File: src/rtl/core/rmd_pkg.sv
package rmd_pkg;

	localparam logic [31:0] IV0 = 32'h67452301;
	localparam logic [31:0] IV1 = 32'hefcdab89;
	localparam logic [31:0] IV2 = 32'h98badcfe;
	localparam logic [31:0] IV3 = 32'h10325476;

	localparam logic [31:0] KL1 = 32'h5A827999;
	localparam logic [31:0] KL2 = 32'h6ED9EBA1;
	localparam logic [31:0] KR0 = 32'h50A28BE6;
	localparam logic [31:0] KR2 = 32'h5C4DD124;
	localparam logic [31:0] PAD_BYTE = 32'h00000080;

	localparam int QDEPTH = 4;
	localparam int QAW = 2;

	// One queued word for the back end: the word itself and its role.
	typedef struct packed {
		logic [31:0] word;
		logic        fin;    // closes the message: pad and emit digest
		logic [2:0]  nbytes; // valid bytes of a final word (0..4)
	} qent_t;

	typedef enum logic [2:0] {
		ST_LOAD,
		ST_ROUND,
		ST_COMB,
		ST_PAD,
		ST_OUT
	} bstate_t;

	function automatic logic [3:0] msg_idx(input logic [1:0] r, input logic [3:0] i);
		logic [3:0] v;
		v = i;
		unique case (r)
			2'd0: v = i;
			2'd1: begin
				unique case (i)
					4'd0: v = 4'd7;   4'd1: v = 4'd4;   4'd2: v = 4'd13;  4'd3: v = 4'd1;
					4'd4: v = 4'd10;  4'd5: v = 4'd6;   4'd6: v = 4'd15;  4'd7: v = 4'd3;
					4'd8: v = 4'd12;  4'd9: v = 4'd0;   4'd10: v = 4'd9;  4'd11: v = 4'd5;
					4'd12: v = 4'd14; 4'd13: v = 4'd2;  4'd14: v = 4'd11; default: v = 4'd8;
				endcase
			end
			default: begin
				unique case (i)
					4'd0: v = 4'd3;   4'd1: v = 4'd10;  4'd2: v = 4'd2;   4'd3: v = 4'd4;
					4'd4: v = 4'd9;   4'd5: v = 4'd15;  4'd6: v = 4'd8;   4'd7: v = 4'd1;
					4'd8: v = 4'd14;  4'd9: v = 4'd7;   4'd10: v = 4'd0;  4'd11: v = 4'd6;
					4'd12: v = 4'd11; 4'd13: v = 4'd13; 4'd14: v = 4'd5;  default: v = 4'd12;
				endcase
			end
		endcase
		return v;
	endfunction

	function automatic logic [4:0] rot_amt(input logic [1:0] r, input logic [3:0] i);
		logic [4:0] v;
		v = 5'd0;
		unique case (r)
			2'd0: begin
				unique case (i)
					4'd0: v = 5'd11;  4'd1: v = 5'd14;  4'd2: v = 5'd15;  4'd3: v = 5'd12;
					4'd4: v = 5'd5;   4'd5: v = 5'd8;   4'd6: v = 5'd7;   4'd7: v = 5'd9;
					4'd8: v = 5'd11;  4'd9: v = 5'd13;  4'd10: v = 5'd14; 4'd11: v = 5'd15;
					4'd12: v = 5'd6;  4'd13: v = 5'd7;  4'd14: v = 5'd9;  default: v = 5'd8;
				endcase
			end
			2'd1: begin
				unique case (i)
					4'd0: v = 5'd7;   4'd1: v = 5'd6;   4'd2: v = 5'd8;   4'd3: v = 5'd13;
					4'd4: v = 5'd11;  4'd5: v = 5'd9;   4'd6: v = 5'd7;   4'd7: v = 5'd15;
					4'd8: v = 5'd7;   4'd9: v = 5'd12;  4'd10: v = 5'd15; 4'd11: v = 5'd9;
					4'd12: v = 5'd7;  4'd13: v = 5'd11; 4'd14: v = 5'd13; default: v = 5'd12;
				endcase
			end
			default: begin
				unique case (i)
					4'd0: v = 5'd11;  4'd1: v = 5'd13;  4'd2: v = 5'd14;  4'd3: v = 5'd7;
					4'd4: v = 5'd14;  4'd5: v = 5'd9;   4'd6: v = 5'd13;  4'd7: v = 5'd15;
					4'd8: v = 5'd6;   4'd9: v = 5'd8;   4'd10: v = 5'd13; 4'd11: v = 5'd6;
					4'd12: v = 5'd12; 4'd13: v = 5'd5;  4'd14: v = 5'd7;  default: v = 5'd5;
				endcase
			end
		endcase
		return v;
	endfunction

	function automatic logic [31:0] rnd_f(input logic [1:0] r, input logic [31:0] x,
			input logic [31:0] y, input logic [31:0] z);
		logic [31:0] v;
		unique case (r)
			2'd0: v = ((y ^ z) & x) ^ z;
			2'd1: v = (x & y) | ((x | y) & z);
			default: v = x ^ y ^ z;
		endcase
		return v;
	endfunction

	function automatic logic [31:0] rotl(input logic [31:0] v, input logic [4:0] s);
		logic [63:0] d;
		d = {v, v} << s;
		return d[63:32];
	endfunction

endpackage

File: src/rtl/core/rmd_front.sv
module rmd_front (
	input  logic          clk,
	input  logic          arst_n,
	input  logic          in_valid,
	output logic          in_ready,
	input  logic [31:0]   data_word,
	input  logic [2:0]    byte_count,
	input  logic          is_last,
	output logic          q_valid,
	input  logic          q_ready,
	output rmd_pkg::qent_t q_data
);
	rmd_pkg::qent_t mem_q [rmd_pkg::QDEPTH];
	logic [rmd_pkg::QAW:0] wp_q, rp_q;
	logic [2:0] nb;
	logic [31:0] mask;
	logic push, pop;

	assign in_ready = (wp_q - rp_q) != 3'(rmd_pkg::QDEPTH);
	assign q_valid  = wp_q != rp_q;
	assign push     = in_valid && in_ready;
	assign pop      = q_valid && q_ready;
	assign q_data   = mem_q[rp_q[rmd_pkg::QAW-1:0]];

	// Final words are trimmed to their valid bytes here; the back end pads.
	always_comb begin
		nb = is_last ? ((byte_count > 3'd4) ? 3'd4 : byte_count) : 3'd4;
		unique case (nb)
			3'd0: mask = 32'h0;
			3'd1: mask = 32'h000000ff;
			3'd2: mask = 32'h0000ffff;
			3'd3: mask = 32'h00ffffff;
			default: mask = 32'hffffffff;
		endcase
	end

	always_ff @(posedge clk) begin
		if (push) begin
			mem_q[wp_q[rmd_pkg::QAW-1:0]] <= '{word: data_word & mask, fin: is_last, nbytes: nb};
		end
	end

	always_ff @(posedge clk or negedge arst_n) begin
		if (!arst_n) begin
			wp_q <= '0;
			rp_q <= '0;
		end else begin
			if (push) wp_q <= wp_q + 1'b1;
			if (pop)  rp_q <= rp_q + 1'b1;
		end
	end
endmodule

File: src/rtl/core/rmd_back.sv
module rmd_back (
	input  logic           clk,
	input  logic           arst_n,
	input  logic           q_valid,
	output logic           q_ready,
	input  rmd_pkg::qent_t q_data,
	output logic           out_valid,
	input  logic           out_ready,
	output logic [31:0]    digest_word,
	output logic           digest_end,
	output logic           busy
);
	rmd_pkg::bstate_t st_q, st_d;
	logic [31:0] buf_q [16];
	logic [31:0] cv_q [4];
	logic [31:0] la_q, lb_q, lc_q, ld_q, ra_q, rb_q, rc_q, rd_q;
	logic [63:0] len_q;
	logic [3:0]  wpos_q;
	logic [1:0]  rnd_q;
	logic [3:0]  stp_q;
	logic        fin_q;   // finishing the message: pad words follow
	logic        padb_q;  // the 0x80 word is still owed (four-byte final word)
	logic        lenok_q; // the 0x80 byte is placed and slots 14/15 are free for the length
	logic        lenw_q;  // length words have been written
	logic [1:0]  oidx_q;

	logic        wr_en;
	logic [31:0] wr_word;
	logic [31:0] kl, kr, tl, tr, ml, mr;
	logic [4:0]  sl, sr;
	logic [63:0] bits;

	assign bits = {len_q[60:0], 3'b000};

	always_comb begin
		unique case (rnd_q)
			2'd0: begin kl = 32'h0; kr = rmd_pkg::KR0; end
			2'd1: begin kl = rmd_pkg::KL1; kr = 32'h0; end
			default: begin kl = rmd_pkg::KL2; kr = rmd_pkg::KR2; end
		endcase
		ml = buf_q[rmd_pkg::msg_idx(rnd_q, stp_q)];
		mr = ml;
		sl = rmd_pkg::rot_amt(rnd_q, stp_q);
		sr = sl;
		tl = rmd_pkg::rotl(la_q + rmd_pkg::rnd_f(rnd_q, lb_q, lc_q, ld_q) + ml + kl, sl);
		tr = rmd_pkg::rotl(ra_q + rmd_pkg::rnd_f(rnd_q, rb_q, rc_q, rd_q) + mr + kr, sr);
	end

	always_comb begin
		st_d      = st_q;
		q_ready   = 1'b0;
		wr_en     = 1'b0;
		wr_word   = 32'h0;
		out_valid = 1'b0;
		unique case (st_q)
			rmd_pkg::ST_LOAD: begin
				q_ready = 1'b1;
				if (q_valid) begin
					wr_en = 1'b1;
					if (q_data.fin && q_data.nbytes != 3'd4) begin
						wr_word = q_data.word | (rmd_pkg::PAD_BYTE << {q_data.nbytes[1:0], 3'b000});
					end else begin
						wr_word = q_data.word;
					end
					if (wpos_q == 4'd15) st_d = rmd_pkg::ST_ROUND;
					else if (q_data.fin) st_d = rmd_pkg::ST_PAD;
				end
			end
			rmd_pkg::ST_PAD: begin
				wr_en = 1'b1;
				// Length goes in 14/15 only when the 0x80 byte landed at slot 13 or
				// below; otherwise this block is zero filled and the next one holds it.
				if (padb_q) wr_word = rmd_pkg::PAD_BYTE;
				else if (lenok_q && wpos_q == 4'd14) wr_word = bits[31:0];
				else if (lenok_q && wpos_q == 4'd15) wr_word = bits[63:32];
				else wr_word = 32'h0;
				if (wpos_q == 4'd15) st_d = rmd_pkg::ST_ROUND;
			end
			rmd_pkg::ST_ROUND: begin
				if (rnd_q == 2'd2 && stp_q == 4'd15) st_d = rmd_pkg::ST_COMB;
			end
			rmd_pkg::ST_COMB: begin
				st_d = fin_q ? (!lenw_q ? rmd_pkg::ST_PAD : rmd_pkg::ST_OUT)
					: rmd_pkg::ST_LOAD;
			end
			rmd_pkg::ST_OUT: begin
				out_valid = 1'b1;
				if (out_ready && oidx_q == 2'd3) st_d = rmd_pkg::ST_LOAD;
			end
			default: st_d = rmd_pkg::ST_LOAD;
		endcase
	end

	assign digest_word = cv_q[oidx_q];
	assign digest_end  = oidx_q == 2'd3;
	assign busy        = st_q != rmd_pkg::ST_LOAD;

	always_ff @(posedge clk) begin
		if (wr_en) buf_q[wpos_q] <= wr_word;
	end

	always_ff @(posedge clk or negedge arst_n) begin
		if (!arst_n) begin
			st_q    <= rmd_pkg::ST_LOAD;
			cv_q    <= '{rmd_pkg::IV0, rmd_pkg::IV1, rmd_pkg::IV2, rmd_pkg::IV3};
			len_q   <= '0;
			wpos_q  <= '0;
			rnd_q   <= '0;
			stp_q   <= '0;
			fin_q   <= 1'b0;
			padb_q  <= 1'b0;
			lenok_q <= 1'b0;
			lenw_q  <= 1'b0;
			oidx_q  <= '0;
			la_q <= '0; lb_q <= '0; lc_q <= '0; ld_q <= '0;
			ra_q <= '0; rb_q <= '0; rc_q <= '0; rd_q <= '0;
		end else begin
			st_q <= st_d;
			if (wr_en) wpos_q <= wpos_q + 1'b1;
			if (st_q == rmd_pkg::ST_LOAD && q_valid) begin
				len_q <= len_q + 64'(q_data.nbytes);
				if (q_data.fin) begin
					fin_q   <= 1'b1;
					padb_q  <= q_data.nbytes == 3'd4;
					lenok_q <= (q_data.nbytes != 3'd4) && (wpos_q <= 4'd13);
					lenw_q  <= 1'b0;
				end
			end
			if (st_q == rmd_pkg::ST_PAD) begin
				padb_q <= 1'b0;
				if (padb_q) lenok_q <= wpos_q <= 4'd13;
				if (!padb_q && lenok_q && wpos_q == 4'd15) lenw_q <= 1'b1;
			end
			if (st_d == rmd_pkg::ST_ROUND && st_q != rmd_pkg::ST_ROUND) begin
				la_q <= cv_q[0]; lb_q <= cv_q[1]; lc_q <= cv_q[2]; ld_q <= cv_q[3];
				ra_q <= cv_q[0]; rb_q <= cv_q[1]; rc_q <= cv_q[2]; rd_q <= cv_q[3];
				rnd_q <= '0;
				stp_q <= '0;
			end
			if (st_q == rmd_pkg::ST_ROUND) begin
				la_q <= ld_q; ld_q <= lc_q; lc_q <= lb_q; lb_q <= tl;
				ra_q <= rd_q; rd_q <= rc_q; rc_q <= rb_q; rb_q <= tr;
				stp_q <= stp_q + 1'b1;
				if (stp_q == 4'd15) rnd_q <= rnd_q + 1'b1;
			end
			if (st_q == rmd_pkg::ST_COMB) begin
				cv_q[0] <= cv_q[1] + lc_q + rd_q;
				cv_q[1] <= cv_q[2] + ld_q + ra_q;
				cv_q[2] <= cv_q[3] + la_q + rb_q;
				cv_q[3] <= cv_q[0] + lb_q + rc_q;
				lenok_q <= 1'b1;
			end
			if (st_q == rmd_pkg::ST_OUT && out_ready) begin
				oidx_q <= oidx_q + 1'b1;
				if (oidx_q == 2'd3) begin
					cv_q   <= '{rmd_pkg::IV0, rmd_pkg::IV1, rmd_pkg::IV2, rmd_pkg::IV3};
					len_q  <= '0;
					wpos_q <= '0;
					fin_q  <= 1'b0;
				end
			end
		end
	end
endmodule

File: src/rtl/core/ripemd_original_hash_core.sv
// Original RIPEMD 128-bit hash core.
// Input channel (in_valid/in_ready): one beat carries a 32-bit little-endian
// message word, a byte count and is_last. byte_count matters only on the
// final beat (values above four count as four); earlier beats are four bytes.
// Output channel (out_valid/out_ready): four beats per message, digest words
// A, B, C, D, with digest_end set on the fourth.
// A four-entry queue separates the accepting front end from the compression
// back end, so input beats keep landing while a block is compressed.
// Each 16-word block is loaded, then run through the rounds (both lines
// step together through the shared round logic), then combined; the back
// end takes no queued words while it compresses. The final beat adds padding fill
// to slot 15, one or two compressions, then the four digest beats.
// If the receiver stalls, the back end holds on the current digest word and
// the queue fills, after which in_ready drops.
// Reset returns the chaining value to the initial words, clears the length
// and empties the queue; no clearing pass is needed.
module ripemd_original_hash_core (
	input  logic        clk,
	input  logic        arst_n,
	input  logic        in_valid,
	output logic        in_ready,
	input  logic [31:0] data_word,
	input  logic [2:0]  byte_count,
	input  logic        is_last,
	output logic        out_valid,
	input  logic        out_ready,
	output logic [31:0] digest_word,
	output logic        digest_end
);
	logic           q_valid, q_ready, busy;
	rmd_pkg::qent_t q_data;

	rmd_front u_front (
		.clk, .arst_n, .in_valid, .in_ready, .data_word, .byte_count, .is_last,
		.q_valid, .q_ready, .q_data
	);

	rmd_back u_back (
		.clk, .arst_n, .q_valid, .q_ready, .q_data,
		.out_valid, .out_ready, .digest_word, .digest_end, .busy
	);

	// Digest beats only come out of a busy back end.
	assert property (@(posedge clk) disable iff (!arst_n) out_valid |-> busy)
		else $error("digest beat while back end idle");
	// A stalled digest beat holds its word.
	assert property (@(posedge clk) disable iff (!arst_n)
		out_valid && !out_ready |=> out_valid && $stable(digest_word))
		else $error("digest word changed under stall");
	// The back end never takes from the queue while it emits digest beats.
	assert property (@(posedge clk) disable iff (!arst_n) q_ready |-> !out_valid)
		else $error("queue drained during output");
endmodule

File: config.mk
export PLATFORM = sky130hd
export DESIGN_NAME = ripemd_original_hash_core
export DESIGN_NICKNAME = d
export VERILOG_FILES = /design/src/rtl/core/rmd_pkg.sv /design/src/rtl/core/rmd_front.sv /design/src/rtl/core/rmd_back.sv /design/src/rtl/core/ripemd_original_hash_core.sv
export SDC_FILE = /design/constraint.sdc
export NUM_CORES = 2
export LEC_CHECK = 0
export BUFFER_PORTS_ARGS = -buffer_cell sky130_fd_sc_hd__buf_2
export CELL_PAD_IN_SITES_DETAIL_PLACEMENT = 0
export CELL_PAD_IN_SITES_GLOBAL_PLACEMENT = 1
export CORE_ASPECT_RATIO = 0.5
export CORE_UTILIZATION = 52
export DETAILED_ROUTE_END_ITERATION = 8
export GPL_TIMING_DRIVEN = 0
export HOLD_SLACK_MARGIN = 0.12
export PLACE_DENSITY = 0.83
export SKIP_CTS_REPAIR_TIMING = 1
export SYNTH_ARGS = -nofsm -noshare
export SYNTH_HDL_FRONTEND = slang
export SYNTH_SLANG_ARGS = --single-unit
export TNS_END_PERCENT = 1
File: constraint.sdc
create_clock -name clk -period 8.3 [get_ports clk]
set_input_delay 0.83 -clock clk [delete_from_list [all_inputs] [get_ports clk]]
set_output_delay 0.83 -clock clk [all_outputs]
set_load 0.02 [all_outputs]
## After elaboration in Yosys (flattened, before gate mapping)

Memory sizes are Yosys's and may differ from the RTL's.
Cells that the tools add are included.

| operators by class | value |
|---|---|
| muxes and demuxes | 77 |
| equality and inequality tests | 19 |
| $add $sub $neg | 22 |
| div/mod/pow operators | 0 |
| reductions and logical operators | 21 |
| multiply operators | 0 |
| shifts and indexed selects | 3 |
| bitwise operators | 21 |
| magnitude comparators | 3 |

Operator list:

| kind | number |
|---|---|
| 32-bit 2-to-1 mux | 19 |
| 32-bit adder | 12 |
| 128-bit 2-to-1 mux | 3 |
| 32-bit XOR | 8 |
| 32-bit bitwise AND | 7 |
| 64-bit 2-to-1 mux | 3 |
| 32-bit case mux with 2 select lines | 3 |
| 32-bit bitwise OR | 5 |
| 32-bit case mux with 4 select lines | 1 |
| 64-bit by 5-bit << shifter with 64-bit output | 2 |
| 31-bit case mux with 2 select lines | 2 |
| 32-bit by 31-bit adder with 32-bit output | 2 |
| 64-bit by 3-bit adder with 64-bit output | 1 |
| 32-bit binary-select mux with 2-bit select | 1 |
| 8-bit by 5-bit << shifter with 32-bit output (first input constant) | 1 |
| 3-bit 2-to-1 mux | 10 |
| 1-bit 2-to-1 mux | 23 |
| 4-bit 2-to-1 mux | 5 |
| 3-bit case mux with 5 select lines | 1 |
| 1-bit logical AND | 13 |
| 3-bit by 2-bit equality test with 1-bit output (second input constant) | 4 |
| 4-bit equality test (second input constant) | 3 |
| 5-bit case mux with 2 select lines | 1 |
| 3-bit by 1-bit equality test with 1-bit output (second input constant) | 3 |
| other kinds (22) | 33 |

| word-level totals | value |
|---|---|
| flip-flop bits (word level) | 473 |
| output and inout bits | 35 |
| latch bits | 0 |
| memories | 7 |
| word-level logic and storage cells | 197 |
| memory bits (read-only) | 320 |
| memory bits (writable) | 656 |

Memories:

| name | depth | width | rd ports | clocked after Yosys merged registers in | wr ports | RTL line | text |
|---|---|---|---|---|---|---|---|
| u_back.buf_q | 16 | 32 | 1 | 0 | 1 | rmd_back.sv:14 | `logic [31:0] buf_q [16];` |
| u_front.mem_q | 4 | 36 | 1 | 0 | 1 | rmd_front.sv:13 | `rmd_pkg::qent_t mem_q [rmd_pkg::QDEPTH];` |
| (name not given) | 16 | 4 | 1 | 0 | 0 | rmd_pkg.sv:38 | `unique case (i)` |
| (name not given) | 16 | 4 | 1 | 0 | 0 | rmd_pkg.sv:46 | `unique case (i)` |
| (name not given) | 16 | 4 | 1 | 0 | 0 | rmd_pkg.sv:62 | `unique case (i)` |
| (name not given) | 16 | 4 | 1 | 0 | 0 | rmd_pkg.sv:70 | `unique case (i)` |
| +1 memories | n/a | n/a | n/a | n/a | n/a | n/a |  |

## Depth between registers and ports, before layout

An unclocked memory read counts as a cell.

| depth | value |
|---|---|
| depth after elaboration | 10 |
| depth in mapped cells | 33 |

## Modules after synthesis

Synthesis repeated with hierarchy kept, for this count alone.

| unflattened totals | value |
|---|---|
| cells, all modules | 6712 |
| area total of the unflattened synthesis | 70174.8 um2 |

Modules (own cells, without submodules):

| module | area each (um2) | cells each | instances |
|---|---|---|---|
| rmd_back | 64325.4 | 6447 | 1 |
| rmd_front | 5849.4 | 265 | 1 |

## Least setup slack after synthesis

No wires, ideal clock.

| timing path | value |
|---|---|
| path kind | register to register |
| start point | reg u_back.rnd_q[0] |
| end point | reg u_back.rb_q[5] |
| stages on the path, launching flop included | 32 |
| path slack | 625 ps |
| required time | 8177 ps |
| library setup time | 123 ps |
| arrival time | 7552 ps |
| cell sequence | dfrtp_1 inv_1 ha_1 clkbuf_1 clkbuf_1 o21ai_0 a21boi_0 o221a_2 clkbuf_1 clkbuf_1 clkbuf_1 nand2_1 nand3_1 a31oi_1 a21o_1 fa_1 fa_1 inv_1 ha_1 fa_1 a211oi_1 o211ai_1 a31oi_1 nor3_1 or3b_1 a31oi_1 xnor2_1 mux2i_1 o21ai_0 a31o_1 mux2_4 o221a_1 |

| between the ends | value |
|---|---|
| word-level cells in the longest chain between the ends | 7 |

RTL lines:

| item | RTL line | text |
|---|---|---|
| start, declared | rmd_back.sv:19 | `logic [1:0] rnd_q;` |
| start signal, assigned | rmd_back.sv:144 | `if (stp_q == 4'd15) rnd_q <= rnd_q + 1'b1;` |
| 2-bit by 1-bit equality test with 1-bit output, or another cell as far along | n/a |  |
| 32-bit case mux with 2 select lines, or another cell as far along | rmd_pkg.sv:92 | `unique case (r)` |
| 32-bit adder, or another cell as far along | rmd_back.sv:46 | `tr = rmd_pkg::rotl(ra_q + rmd_pkg::rnd_f(rnd_q, rb_q, rc_q, rd_q) + mr + kr, sr);` |
| 32-bit adder or 3-bit case mux with 5 select lines (tied branches) | rmd_back.sv:46, rmd_back.sv:55 |  |
| 32-bit by 31-bit adder with 32-bit output or 3-bit by 1-bit equality test with 1-bit output (tied branches) | rmd_back.sv:46, rmd_back.sv:134 |  |
| 64-bit by 5-bit << shifter with 64-bit output or 1-bit logical AND (tied branches) | rmd_pkg.sv:102, rmd_back.sv:134 |  |
| 32-bit 2-to-1 mux or 2-bit nonzero test (tied branches) | n/a |  |
| end signal, assigned | rmd_back.sv:136 | `ra_q <= cv_q[0]; rb_q <= cv_q[1]; rc_q <= cv_q[2]; rd_q <= cv_q[3];` |
| end signal, assigned | rmd_back.sv:142 | `ra_q <= rd_q; rd_q <= rc_q; rc_q <= rb_q; rb_q <= tr;` |
| end, declared | rmd_back.sv:16 | `logic [31:0] la_q, lb_q, lc_q, ld_q, ra_q, rb_q, rc_q, rd_q;` |

Parallel ways exist; a longest one is shown, timed or not.
A chain may end at the register's enable or synchronous reset.

## Final worst setup path

| timing path | value |
|---|---|
| start point | reg u_back.rnd_q[0] |
| end point | reg u_back.lb_q[5] |

| between the ends | value |
|---|---|
| word-level cells in the longest chain between the ends | 7 |

RTL lines:

| item | RTL line | text |
|---|---|---|
| 2-bit by 1-bit equality test with 1-bit output, or another cell as far along | n/a |  |
| 32-bit case mux with 2 select lines, or another cell as far along | rmd_pkg.sv:92 |  |
| 32-bit adder, or another cell as far along | rmd_back.sv:45 | `tl = rmd_pkg::rotl(la_q + rmd_pkg::rnd_f(rnd_q, lb_q, lc_q, ld_q) + ml + kl, sl);` |
| 32-bit adder or 3-bit case mux with 5 select lines (tied branches) | rmd_back.sv:45, rmd_back.sv:55 |  |
| 32-bit by 31-bit adder with 32-bit output or 3-bit by 1-bit equality test with 1-bit output (tied branches) | rmd_back.sv:45, rmd_back.sv:134 |  |
| 64-bit by 5-bit << shifter with 64-bit output or 1-bit logical AND (tied branches) | rmd_pkg.sv:102, rmd_back.sv:134 |  |
| 32-bit 2-to-1 mux or 2-bit nonzero test (tied branches) | n/a |  |
| end signal, assigned | rmd_back.sv:135 | `la_q <= cv_q[0]; lb_q <= cv_q[1]; lc_q <= cv_q[2]; ld_q <= cv_q[3];` |
| end signal, assigned | rmd_back.sv:141 | `la_q <= ld_q; ld_q <= lc_q; lc_q <= lb_q; lb_q <= tl;` |
| end, declared | rmd_back.sv:16 |  |

Parallel ways exist; a longest one is shown, timed or not.

==> out/summary.log <==
[run_status] outcome finished with violations
[run_status] violated checks capacitance limit, slew limit, setup timing
[drt] total via count after detailed routing 61288
[drt] Iter 0 DRT Violations 9410
[setup_path] worst-path maximum fanout 11
[setup_path] Arr. time, crit path 9020 ps
[yosys] post-synthesis area per instance 10.1 µm²
[yosys] top cells by area in the synthesized netlist edfxtp_1 28%, dfrtp_1 14%, fa_1 6.8%, ha_1 6.2%, nand2_1 5.6%
[die] DIE AREA 0.136 mm²
[cells_and_area] final core area utilization 0.591
[clock_tree] clock latency on the worst-skew pair 810 ps
[global_route] aggregate global-route resource usage 0.443
[placed_design] Routability Congestion 1.10
[die] starting utilization of the core area 0.529
[setup_path] startpoint-to-endpoint class of the critical path reg -> reg
[setup_path] Critical Path RT 8920 ps
[cells_and_area] share of final-layout standard cells stronger than drive strength 1 0.103
[yosys] fraction of post-synthesis cell area in the top cell type by area 0.281
[global_route] largest net degree at the start of global routing 115
[global_route] via count of the first global-routing pass 57078
[clock_tree] clock tree from TritonCTS done
[drt] Routed WL per cell 33.6 µm
[setup_path] critical path capture point type flop
[die] number of rows created at floorplan 94
[timing] Post-Route Skew 80.0 ps
[yosys] post-synth design cell area 0.0701 mm²
[setup_path] slowest cell delay on critical path 660 ps
[timing] Hold Violations, Final 0
[setup_path] library cell appearing most often on the critical path nand2_1
[die] ports placed on the boundary 75
[drt] iteration count of the initial detailed-routing pass 9
[timing] final setup vio count 6
[drt] Remaining DRCs 0
[cells_and_area] final net count 7842
[setup_path] crit path max-delay cell type fa_1
[setup_path] start point of the critical path u_back.rnd_q[0]
[clock_tree] Max Root-Sink Buffers 3
[flow_run] maximum capacitance violations 4
[setup_path] critical path startpoint category flop
[setup_path] path length in cells of the critical path 27
[timing] clock period minus worst slack 8400 ps
[timing] share of the clock period used by the worst path after layout 1.01
[cells_and_area] commonest cells after routing, fill and taps aside 1036 x nand2_1, 656 x edfxtp_1, 596 x a21oi_1
[setup_path] setup slack on the worst flop-to-flop path -100 ps
[timing] final setup slack of the worst path -100 ps
[clock_tree] master cell of the clock root buffer clkbuf_16
[die] Core Area 0.133 mm²
[yosys] Post-Syn Instances 6959
[drt] Avg Vias per Cell 6.74
[cells_and_area] leading cell type in the layout, fill and taps excluded nand2_1
[global_route] total grt overflow 0
[setup_path] family with the most delay on the worst path compound AO/OA/AOI/OAI gates
[setup_path] destination of the worst register-to-register timing path u_back.lb_q[5]
[yosys] post-synthesis sequential area ratio 0.450
[global_route] wire length of the first global-routing pass 424000 µm
[die] height of the chip 262 µm
[yosys] Synthesized Nets 7586
[placed_design] number of port buffers 74
[yosys] Unique masters post-synth 87
[worst_hold_path] kind of path behind the tightest hold check in -> async
[setup_path] end point of the critical path u_back.lb_q[5]
[die] DIE WIDTH 521 µm
[yosys] most used flip-flop cell after synthesis edfxtp_1
[yosys] Yosys top cell by area edfxtp_1
[timing] Worst Tran Pin Value 1590 ps
[yosys] number of enable flip-flop cells after synthesis 656
[timing] headroom to the max-slew limit -0.0633
[timing] total negative slack for setup checks -345 ps
[yosys] fraction of registers with async set/reset 0.417
[timing] highest clock frequency the design can meet 0.119 GHz
[timing] max-slew violations 22
[clock_tree] clock slew at reported path FFs 70 ps
[cells_and_area] filler instances 11038
[clock_tree] number of buffers added by the clock tree synthesis step 102
[drt] Final Routed Wirelength 305000 µm
[setup_path] startpoint of the worst register-to-register path u_back.rnd_q[0]
[setup_path] reg2reg path depth 27
[placed_design] sum of net half-perimeters after detailed placement 236000 µm
[global_route] antenna violations before repair 29
[yosys] Yosys warnings 0
[cells_and_area] layout overhead on the synthesized area 11.8%
[clock_tree] H-tree depth 3
[clock_tree] clock sink count 1126
[drt] Final ANT Viol Nets 0
[yosys] #FFs+latches synth 1126
[setup_path] critical path buffer and inverter count 8
-- flip-flops by register name (all words and copies together) (netlist names), 61 cells and up --
| signal | count |
|---|---|
| u_back.len_q | 61 |
| u_front.mem_q | 144 |
| u_back.cv_q | 128 |
| u_back.buf_q | 512 |
-- synth_stat cells (28+ instances only) --
cell type,n
a211oi_1,183
a21o_1,103
a21oi_1,615
a22oi_1,36
a311oi_1,66
a31oi_1,71
and2_1,39
and3_1,177
buf_1,46
clkbuf_1,326
dfrtp_1,406
dfstp_2,64
edfxtp_1,656
fa_1,238
ha_1,349
inv_1,387
mux2i_1,131
mux4_2,70
nand2_1,1037
nand2b_1,39
nand3_1,276
nand4_1,28
nor2_1,329
nor2b_1,79
nor3_1,51
o211ai_1,61
o21a_1,45
o21ai_0,425
xnor2_1,134
xor2_1,153
-- cell families (layout without fill, tap and decap cells) --
kind of cell               after synthesis  after routing  synth area share
AOI/OAI and AO/OA                     1831           1831             0.161
xor gates and xnor gates               287            287            0.0359
adders and majority gates              587            587             0.130
buffers and inverters                  786           1131            0.0427
DFF                                   1126           1126             0.450
muxes                                  215            215            0.0436
other                                    0             12                 0
and+or+nand+nor                       2127           2127             0.136
-- worst min path at each step --
stage | from | to | slack [ps] | cells after the start
5_1_grt | arst_n | u_back.rd_q[7] | 120 | 1
6_report | arst_n | u_back.rd_q[7] | 30 | 1
4_1_cts | arst_n | u_back.rd_q[7] | 70 | 1
3_5_place_dp | u_front.rp_q[2] | u_front.rp_q[2] | 480 | 1
2_1_floorplan | u_front.wp_q[2] | u_front.wp_q[2] | 460 | 1
3_3_place_gp | u_back.rnd_q[0] | u_back.rnd_q[0] | 480 | 2
-- layout make-up --
class                           count  area (µm²)  share of cell area
Timing Repair Buffer              155        1480              0.0188
Clock buffer                      144        2870              0.0366
Buffer                            394        1780              0.0227
Sequential cell                  1126       31500               0.403
Antenna cell                       12        30.0            0.000383
Tap cell                         1776        2220              0.0284
Inverter                          389        1480              0.0188
Multi-Input combinational cell   5047       36300               0.463
Clock inverter                     49         677             0.00864
-- per-layer routing --
metal	routed length, µm	up-vias	global-route usage
met5	195	-	0.00507
met4	19800	16	0.243
met3	42600	999	0.173
met2	125000	4272	0.628
met1	118000	30559	0.583
li1	-	25442	-
-- through the flow --
| step | hold slack [ps] | instances | cell area, µm² | setup WS (ps) |
|---|---|---|---|---|
| after floorplan | 462 | 6959 | 70100 | 625 |
| after global placement | 478 | 8809 | 72700 | -5900 |
| after detailed placement | 481 | 8873 | 73800 | -3870 |
| after CTS | 67.7 | 9066 | 77300 | -3890 |
| after global routing | 124 | 9081 | 78300 | -68.3 |
| final | 28.6 | 9092 | 78400 | -100 |
Power is left out: the tool's default activity adds up to more than one toggle a clock period on the data nets, which glitch-free logic cannot reach.
